`config.mk`:
```
export PLATFORM = sky130hd
export DESIGN_NAME = setpoint_ramp_generator_top
export DESIGN_NICKNAME = d
export VERILOG_FILES = /design/src/srg_pkg.sv /design/src/srg_update.sv /design/src/setpoint_ramp_generator_top.sv
export SDC_FILE = /design/constraint.sdc
export NUM_CORES = 1
export LEC_CHECK = 0
export BUFFER_PORTS_ARGS = -buffer_cell sky130_fd_sc_hd__buf_2
export CORE_UTILIZATION = 65
export DETAILED_ROUTE_END_ITERATION = 6
export GPL_TIMING_DRIVEN = 0
export PLACE_DENSITY_LB_ADDON = 0.15
export SLEW_MARGIN = 10
export SYNTH_ARGS = -nofsm -noshare
export SYNTH_HDL_FRONTEND = slang
export SYNTH_HIERARCHICAL = 1
export SYNTH_SLANG_ARGS = --single-unit
```
`constraint.sdc`:
```
create_clock -name clk -period 15.45 [get_ports clk]
set_input_delay 3.8625 -clock clk [delete_from_list [all_inputs] [get_ports clk]]
set_output_delay 3.8625 -clock clk [all_outputs]
set_load 0.005 [all_outputs]
```
`src/srg_pkg.sv`:
```
// Package for the setpoint ramp generator: request codes, reset constants
// and the ramp state record passed between the top level and the update logic.
// No dependencies.
package srg_pkg;

    // Default number of ramp ticks in one minute (fixed-point scale)
    localparam int unsigned TICKS_PER_MINUTE_DEF = 480;

    // Reset setpoint and target, in centikelvin (295 K)
    localparam logic [15:0] RESET_CK = 16'd29500;

    // Request codes carried in req_type
    typedef enum logic [2:0] {
        REQ_TICK     = 3'd0,
        REQ_START    = 3'd1,
        REQ_SET      = 3'd2,
        REQ_MANUAL   = 3'd3,
        REQ_HEAT_ON  = 3'd4,
        REQ_HEAT_OFF = 3'd5,
        REQ_STOP     = 3'd6
    } req_t;

    // Ramp state. The setpoint is held as quotient and remainder of the
    // scaled accumulator; the remainder travels separately as its width
    // follows the tick scale. The target always has a zero remainder.
    typedef struct packed {
        logic [15:0] sp_q;      // setpoint, whole centikelvin
        logic [15:0] tgt_q;     // target, whole centikelvin
        logic [15:0] rate;      // ramp rate, centikelvin per minute
        logic [15:0] rate_q;    // rate / ticks per minute
        logic        active;
        logic        up;
        logic        heat;
    } srg_state_t;

endpackage

```
`src/srg_update.sv`:
```
// Next-state logic of the setpoint ramp generator for one request word.
// Depends on srg_pkg (request codes, state record).
module srg_update #(
    parameter int unsigned TICKS_PER_MINUTE = srg_pkg::TICKS_PER_MINUTE_DEF
) (
    input  srg_pkg::srg_state_t                        st,
    input  logic [$clog2(TICKS_PER_MINUTE + 1) - 1:0]  sp_rem,
    input  logic [2:0]                                 req_type,
    input  logic [15:0]                                arg_a,
    input  logic [15:0]                                arg_b,
    output srg_pkg::srg_state_t                        st_next,
    output logic [$clog2(TICKS_PER_MINUTE + 1) - 1:0]  sp_rem_next,
    output logic                                       reached
);

    localparam int RW = $clog2(TICKS_PER_MINUTE + 1);
    // ceil(2^32 / T): exact quotient for any 16-bit dividend and 16-bit T
    localparam logic [32:0] RECIP =
        33'(((64'd1 << 32) + 64'(TICKS_PER_MINUTE) - 64'd1) / 64'(TICKS_PER_MINUTE));
    localparam logic [RW:0] TPM_W = (RW + 1)'(TICKS_PER_MINUTE);

    // Rate split into whole and fractional parts at ramp start
    logic [48:0] rq_prod;
    logic [15:0] start_rate_q;

    // Fractional part of the stored rate
    logic [31:0]   rq_times;
    logic [RW-1:0] rate_r;

    // Upward step
    logic [RW:0]   up_sum;
    logic          up_carry;
    logic [RW:0]   up_r;
    logic [17:0]   up_q;
    logic          up_hit;

    // Downward step
    logic          dn_borrow;
    logic [RW:0]   dn_r;
    logic [17:0]   dn_q;
    logic          dn_hit;

    assign rq_prod      = 49'(arg_b) * 49'(RECIP);
    assign start_rate_q = rq_prod[47:32];

    assign rq_times = 32'(st.rate_q) * 32'(TICKS_PER_MINUTE);
    assign rate_r   = RW'(32'(st.rate) - rq_times);

    // setpoint + rate, compared with the target
    assign up_sum   = {1'b0, sp_rem} + {1'b0, rate_r};
    assign up_carry = (up_sum >= TPM_W);
    assign up_r     = up_carry ? (up_sum - TPM_W) : up_sum;
    assign up_q     = 18'(st.sp_q) + 18'(st.rate_q) + 18'(up_carry);
    assign up_hit   = (up_q >= 18'(st.tgt_q));

    // setpoint - rate, compared with the target (quotient may go negative)
    assign dn_borrow = (sp_rem < rate_r);
    assign dn_r      = dn_borrow ? ({1'b0, sp_rem} + TPM_W - {1'b0, rate_r})
                                 : ({1'b0, sp_rem} - {1'b0, rate_r});
    assign dn_q      = 18'(st.sp_q) - 18'(st.rate_q) - 18'(dn_borrow);
    assign dn_hit    = ($signed(dn_q) < $signed(18'(st.tgt_q)))
                    || ((dn_q == 18'(st.tgt_q)) && (dn_r == '0));

    // Request decode
    always_comb
    begin
        st_next     = st;
        sp_rem_next = sp_rem;
        reached     = 1'b0;
        unique case (srg_pkg::req_t'(req_type))
            srg_pkg::REQ_TICK:
            begin
                if (st.active && st.heat)
                begin
                    if (st.up ? up_hit : dn_hit)
                    begin
                        st_next.sp_q   = st.tgt_q;
                        sp_rem_next    = '0;
                        st_next.active = 1'b0;
                        reached        = 1'b1;
                    end
                    else if (st.up)
                    begin
                        st_next.sp_q = up_q[15:0];
                        sp_rem_next  = up_r[RW-1:0];
                    end
                    else
                    begin
                        st_next.sp_q = dn_q[15:0];
                        sp_rem_next  = dn_r[RW-1:0];
                    end
                end
            end
            srg_pkg::REQ_START:
            begin
                st_next.tgt_q  = arg_a;
                st_next.rate   = arg_b;
                st_next.rate_q = start_rate_q;
                st_next.up     = (st.sp_q < arg_a);
                st_next.active = 1'b1;
            end
            srg_pkg::REQ_SET:
            begin
                st_next.sp_q   = arg_a;
                sp_rem_next    = '0;
                st_next.active = 1'b0;
            end
            srg_pkg::REQ_MANUAL:   st_next.active = 1'b0;
            srg_pkg::REQ_HEAT_ON:  st_next.heat   = 1'b1;
            srg_pkg::REQ_HEAT_OFF: st_next.heat   = 1'b0;
            srg_pkg::REQ_STOP:     st_next.active = 1'b0;
            default: ;
        endcase
    end

endmodule

```
`src/setpoint_ramp_generator_top.sv`:
```
// Setpoint ramp generator top level: input register, ramp state, result register.
// Each input word is registered, and its result is registered once the result register is free.
// Throughput: one word per cycle; the input stalls only when both registers are
// full and the result is not taken.
// Reset (rst_n low, asynchronous): setpoint and target 295 K, rate zero, ramp and
// heater off, both registers empty. Depends on srg_pkg and srg_update.
module setpoint_ramp_generator_top #(
    parameter int unsigned TICKS_PER_MINUTE = srg_pkg::TICKS_PER_MINUTE_DEF
) (
    input  logic        clk,
    input  logic        rst_n,
    input  logic        in_valid,
    output logic        in_ready,
    input  logic [2:0]  req_type,
    input  logic [15:0] arg_a,
    input  logic [15:0] arg_b,
    output logic        out_valid,
    input  logic        out_ready,
    output logic [15:0] setpoint_ck,
    output logic        ramping,
    output logic        heating,
    output logic        ramp_reached
);

    localparam int RW = $clog2(TICKS_PER_MINUTE + 1);

    localparam srg_pkg::srg_state_t STATE_RESET = '{
        sp_q:   srg_pkg::RESET_CK,
        tgt_q:  srg_pkg::RESET_CK,
        rate:   16'd0,
        rate_q: 16'd0,
        active: 1'b0,
        up:     1'b0,
        heat:   1'b0
    };

    logic        in_valid_reg;
    logic [2:0]  req_reg;
    logic [15:0] arg_a_reg;
    logic [15:0] arg_b_reg;

    srg_pkg::srg_state_t state_reg;
    srg_pkg::srg_state_t state_next;
    logic [RW-1:0]       sp_rem_reg;
    logic [RW-1:0]       sp_rem_next;
    logic                reached_next;

    logic        out_valid_reg;
    logic [15:0] setpoint_ck_reg;
    logic        ramping_reg;
    logic        heating_reg;
    logic        ramp_reached_reg;

    logic advance;
    logic fire;

    // Handshake: result register frees when empty or taken
    assign advance  = !out_valid_reg || out_ready;
    assign in_ready = !in_valid_reg || advance;
    assign fire     = in_valid_reg && advance;

    // Input register
    always_ff @(posedge clk or negedge rst_n)
    begin
        if (!rst_n)
        begin
            in_valid_reg <= 1'b0;
        end
        else if (in_ready)
        begin
            in_valid_reg <= in_valid;
        end
    end

    always_ff @(posedge clk)
    begin
        if (in_valid && in_ready)
        begin
            req_reg   <= req_type;
            arg_a_reg <= arg_a;
            arg_b_reg <= arg_b;
        end
    end

    // Update logic
    srg_update #(
        .TICKS_PER_MINUTE(TICKS_PER_MINUTE)
    ) u_update (
        .st          (state_reg),
        .sp_rem      (sp_rem_reg),
        .req_type    (req_reg),
        .arg_a       (arg_a_reg),
        .arg_b       (arg_b_reg),
        .st_next     (state_next),
        .sp_rem_next (sp_rem_next),
        .reached     (reached_next)
    );

    // Ramp state
    always_ff @(posedge clk or negedge rst_n)
    begin
        if (!rst_n)
        begin
            state_reg  <= STATE_RESET;
            sp_rem_reg <= '0;
        end
        else if (fire)
        begin
            state_reg  <= state_next;
            sp_rem_reg <= sp_rem_next;
        end
    end

    // Result register
    always_ff @(posedge clk or negedge rst_n)
    begin
        if (!rst_n)
        begin
            out_valid_reg <= 1'b0;
        end
        else if (advance)
        begin
            out_valid_reg <= in_valid_reg;
        end
    end

    always_ff @(posedge clk)
    begin
        if (fire)
        begin
            setpoint_ck_reg  <= state_next.sp_q;
            ramping_reg      <= state_next.active;
            heating_reg      <= state_next.heat;
            ramp_reached_reg <= reached_next;
        end
    end

    assign out_valid    = out_valid_reg;
    assign setpoint_ck  = setpoint_ck_reg;
    assign ramping      = ramping_reg;
    assign heating      = heating_reg;
    assign ramp_reached = ramp_reached_reg;

`ifndef SYNTH
    // Setpoint remainder stays below one whole centikelvin
    a_rem_range: assert property (@(posedge clk) disable iff (!rst_n)
        32'(sp_rem_reg) < 32'(TICKS_PER_MINUTE))
        else $error("setpoint remainder out of range");

    // State moves only when a word passes into the result register
    a_state_hold: assert property (@(posedge clk) disable iff (!rst_n)
        !fire |=> $stable(state_reg) && $stable(sp_rem_reg))
        else $error("ramp state changed without a word");

    // Reaching the target always ends the ramp
    a_reached_ends: assert property (@(posedge clk) disable iff (!rst_n)
        out_valid_reg |-> !(ramp_reached_reg && ramping_reg))
        else $error("target reached while still ramping");
`endif

endmodule

```
; ---- Yosys cells after proc, flatten, opt, wreduce, memory -nomap -nowiden
; Cells that the tools add are included.
[totals]
mem_count = 0
latchBits = 0
reg_bits = 117
romBits = 0
ramBits = 0
elab_cells = 74
output_inout_bits = 21
in_bits = 39
[classes]
mux = 16
bitwise = 0
reduce_logical = 16
n_shift = 0
div_mod_pow = 0
add_sub_neg = 10
eq_ne = 8
n_lt_le_gt_ge = 5
n_mul = 2
[ops]
columns = operator, n
row1 = 16-bit two-way mux, 3
row2 = 16-bit by 24-bit multiplier with 40-bit output (second input constant), 1
row3 = 9-bit two-way mux, 4
row4 = 16-bit one-hot mux with 2 select lines, 1
row5 = 18-bit by 1-bit adder with 18-bit output, 1
row6 = 18-bit by 16-bit == test with 1-bit output, 1
row7 = 18-bit by 16-bit greater-or-equal comparator with 1-bit output, 1
row8 = 18-bit by 17-bit < comparator with 1-bit output, 1
row9 = 9-bit one-hot mux with 2 select lines, 1
row10 = 18-bit by 1-bit subtractor with 18-bit output, 1
row11 = 16-bit by 8-bit adder with 17-bit output, 1
row12 = 16-bit by 8-bit subtractor with 17-bit output, 1
row13 = 16-bit < comparator, 1
row14 = 9-bit by 9-bit adder with 10-bit output, 1
row15 = 9-bit by 9-bit adder with 10-bit output (second input constant), 1
row16 = 10-bit by 9-bit greater-or-equal comparator with 1-bit output (second input constant), 1
row17 = 10-bit logical NOT, 1
row18 = 10-bit two-way mux, 1
row19 = 10-bit by 9-bit subtractor with 10-bit output, 1
row20 = 9-bit by 9-bit subtractor with 10-bit output, 1
row21 = 3-bit == test (second input constant), 3
row22 = 9-bit < comparator, 1
row23 = 9-bit subtractor, 1
row24 = 9-bit subtractor (second input constant), 1
row25 = other kinds (15), 26

; ---- Depth between registers and ports, before layout
[depth]
ltp_word = 11
depth_mapped = 34
depth_no_buf = 32

; ---- By module
; The synthesis kept the hierarchy.
[modules_own_cells]
columns = module, area_each_um2, cells_each, instances, seq_area_each_um2
row1 = srg_update, 8887.3, 1194, 1, 0.0
row2 = setpoint_ramp_generator_top, 4675.7, 223, 1, 3595.9

; ---- Worst setup path after synthesis
; OpenSTA, ideal clock, no wires.
[synth_timing]
path_type = input to output
start = in out_ready
end = out in_ready
t_required_ns = 11.588
cell_stages = 1
path_slack_ns = 7.551
arrival_time_ns = 4.037
path_buffers = 0
path_cell_list = nand3b_1
[synth_between]
elab_chain_cells = 2
[synth_lines]
columns = item, line
row1 = "start, declared", setpoint_ramp_generator_top.sv:18  ; input logic out_ready,
row2 = 1-bit logical OR, setpoint_ramp_generator_top.sv:58  ; assign advance = !out_valid_reg || out_ready;
row3 = 1-bit logical OR, setpoint_ramp_generator_top.sv:59  ; assign in_ready = !in_valid_reg || advance;
row4 = "end, declared", setpoint_ramp_generator_top.sv:13  ; output logic in_ready,
; No other way between the ends.

==> summary.md <==
| Metric | Value |
|---|---|
| Yosys Warn Count | `6` |
| Startpoint type of the worst setup path | `register` |
| Final GP Congestion | `0.986` |
| Slew HR | `32.4%` |
| Number of setup violations in the final report | `0` |
| Layout area overhead | `9.55%` |
| Syn Area/Cell | `9.57 um2` |
| R2r worst-path depth | `33` |
| Largest net degree at the start of global routing | `38` |
| Placement Rows | `51` |
| Slew Limit Fails | `0` |
| Fraction of layout cells with a size suffix above 1 | `15.7%` |
| Inserted Clock Buffers | `17` |
| Clock transition at path regs | `0.06 ns` |
| Starting Density | `67.1%` |
| CTS sink cnt | `125` |
| Total congestion overflow | `0` |
| Worst r2r src | `state_reg[3]` |
| IO Count | `60` |
| Post-CTS Hold Buffers | `0` |
| CTS tree | `done` |
| Max-cap violations | `0` |
| Clock skew | `0.0142 ns` |
| Final Cycle Share | `53.5%` |
| CTS H-Tree Depth | `4` |
| Antenna violations before repair | `1` |
| Worst Hold End | `state_reg[36]` |
| Clock Latency Late Sink | `0.44 ns` |
| CP max-delay cell | `o41a_1` |
| PortBufs | `59` |
| DP Worst Slack | `7.30 ns` |
| Core region area | `19700 um2` |
| Net Count, Synth | `1681` |
| Vias in the first global route | `10.6k` |
| Hold wc startpoint | `state_reg[36]` |
| DR WL/cell | `19.5 um` |
| CP peak stage delay | `0.52 ns` |
| Most common cell after layout, fill and taps aside | `ha_1` |
| Status | `finished, final reports clean` |
| Die height | `145 um` |
| Clock root buffer | `clkbuf_16` |
| Nets@finish | `1761` |
| Antenna cell count | `0` |
| Clock Path Buffers | `2` |
| Residual DRC | `0` |
| 1st-iter DRT viols | `1001` |
| Reg2reg end | `state_reg[64]` |
| Mean number of vias per cell | `6.24` |
| First-pass GRT wire length | `53700 um` |
| Die ar. | `20900 um2` |
| Die span in x | `145 um` |
| Cell count after synthesis | `1382` |
| WHS Path Cells | `1` |
| Setup bufs post-CTS | `0` |
| HPWL after DPL | `26200 um` |
| Arr. time, crit path | `8.64 ns` |
| Overall routed net length | `33900 um` |
| Most frequent cells in the layout | `ha_1, inv_1, a21oi_1` |
| Antenna viol nets, final | `0` |
| Tightest Hold Check Type | `reg -> reg` |
| Setup ws final | `7.18 ns` |
| Slew @ Worst Pin | `1.01 ns` |
| RSZ-0062 raised after global routing | `no` |
| Crit path capture type | `register` |
| Total track usage | `34.2%` |
| Hold Vio Cnt, Final | `0` |
| Post-route minimum period | `8.27 ns` |
| Hold slack | `0.518 ns` |
| Setup CP Type | `reg -> reg` |
| Mapped cell area | `13200 um2` |
| Worst-path maximum fanout | `10` |
| PostCTS Resize Cnt | `0` |
| Worst R2R Setup Slack | `7.18 ns` |
| Fmax | `121 MHz` |
| Required @ worst endpoint | `15.83 ns` |
| Via count | `10.9k` |
| CP dominant cell by count | `ha_1` |
| Max FFs per register | `60` |
| Setup TNS | `0 ns` |
| Drt pass-1 iters | `7` |
## area by class of cell
type,instances,area (um2)
Multi-Input combinational cell,1039,8930
Fill cell,1420,5220
Sequential cell,125,3420
Inverter,174,653
Clock buffer,17,425
Timing Repair Buffer,61,345
Tap cell,265,332
Buffer,44,223
Clock inverter,15,160
## worst max path at each step
stage,from,slack [ns],endpoint
2_1_floorplan,out_ready,7.55,in_ready
3_3_place_gp,out_ready,7.32,in_ready
3_5_place_dp,out_ready,7.30,in_ready
4_1_cts,state_reg[3],7.28,state_reg[64]
5_1_grt,state_reg[3],6.75,state_reg[64]
6_report,state_reg[3],7.18,state_reg[64]
## per-stage QoR
stage	utilization, %	std cells	instance area, um2
floorplan	-	1382	13200
global placement	70.3	1706	13900
detailed placement	70.5	1708	13900
CTS	73.5	1740	14500
global route	73.5	1740	14500
finish	73.5	1740	14500
## critical path: cells and delay by family (launching register included)
kind	cells	cell delay [ns]
XOR/XNOR	3	0.83
multiplexers	1	0.22
flip-flops	1	0.45
AND/OR/NAND/NOR	6	0.98
AO/OA/AOI/OAI	11	2.50
buffers and inverters	5	1.05
adder cells (fa/ha/maj)	7	2.17
## per-layer routing
layer | share of wire, % | vias up | GRT usage, %
li1 | - | 5130 | -
met2 | 45 | 443 | 55.5
met4 | 3.2 | 0 | 13.4
met1 | 44 | 5220 | 45.4
met3 | 7.3 | 73 | 6.19
met5 | 0 | - | 0
Power is not shown: default switching activity piles up to over one toggle a cycle in this logic, so the estimate is an artifact.
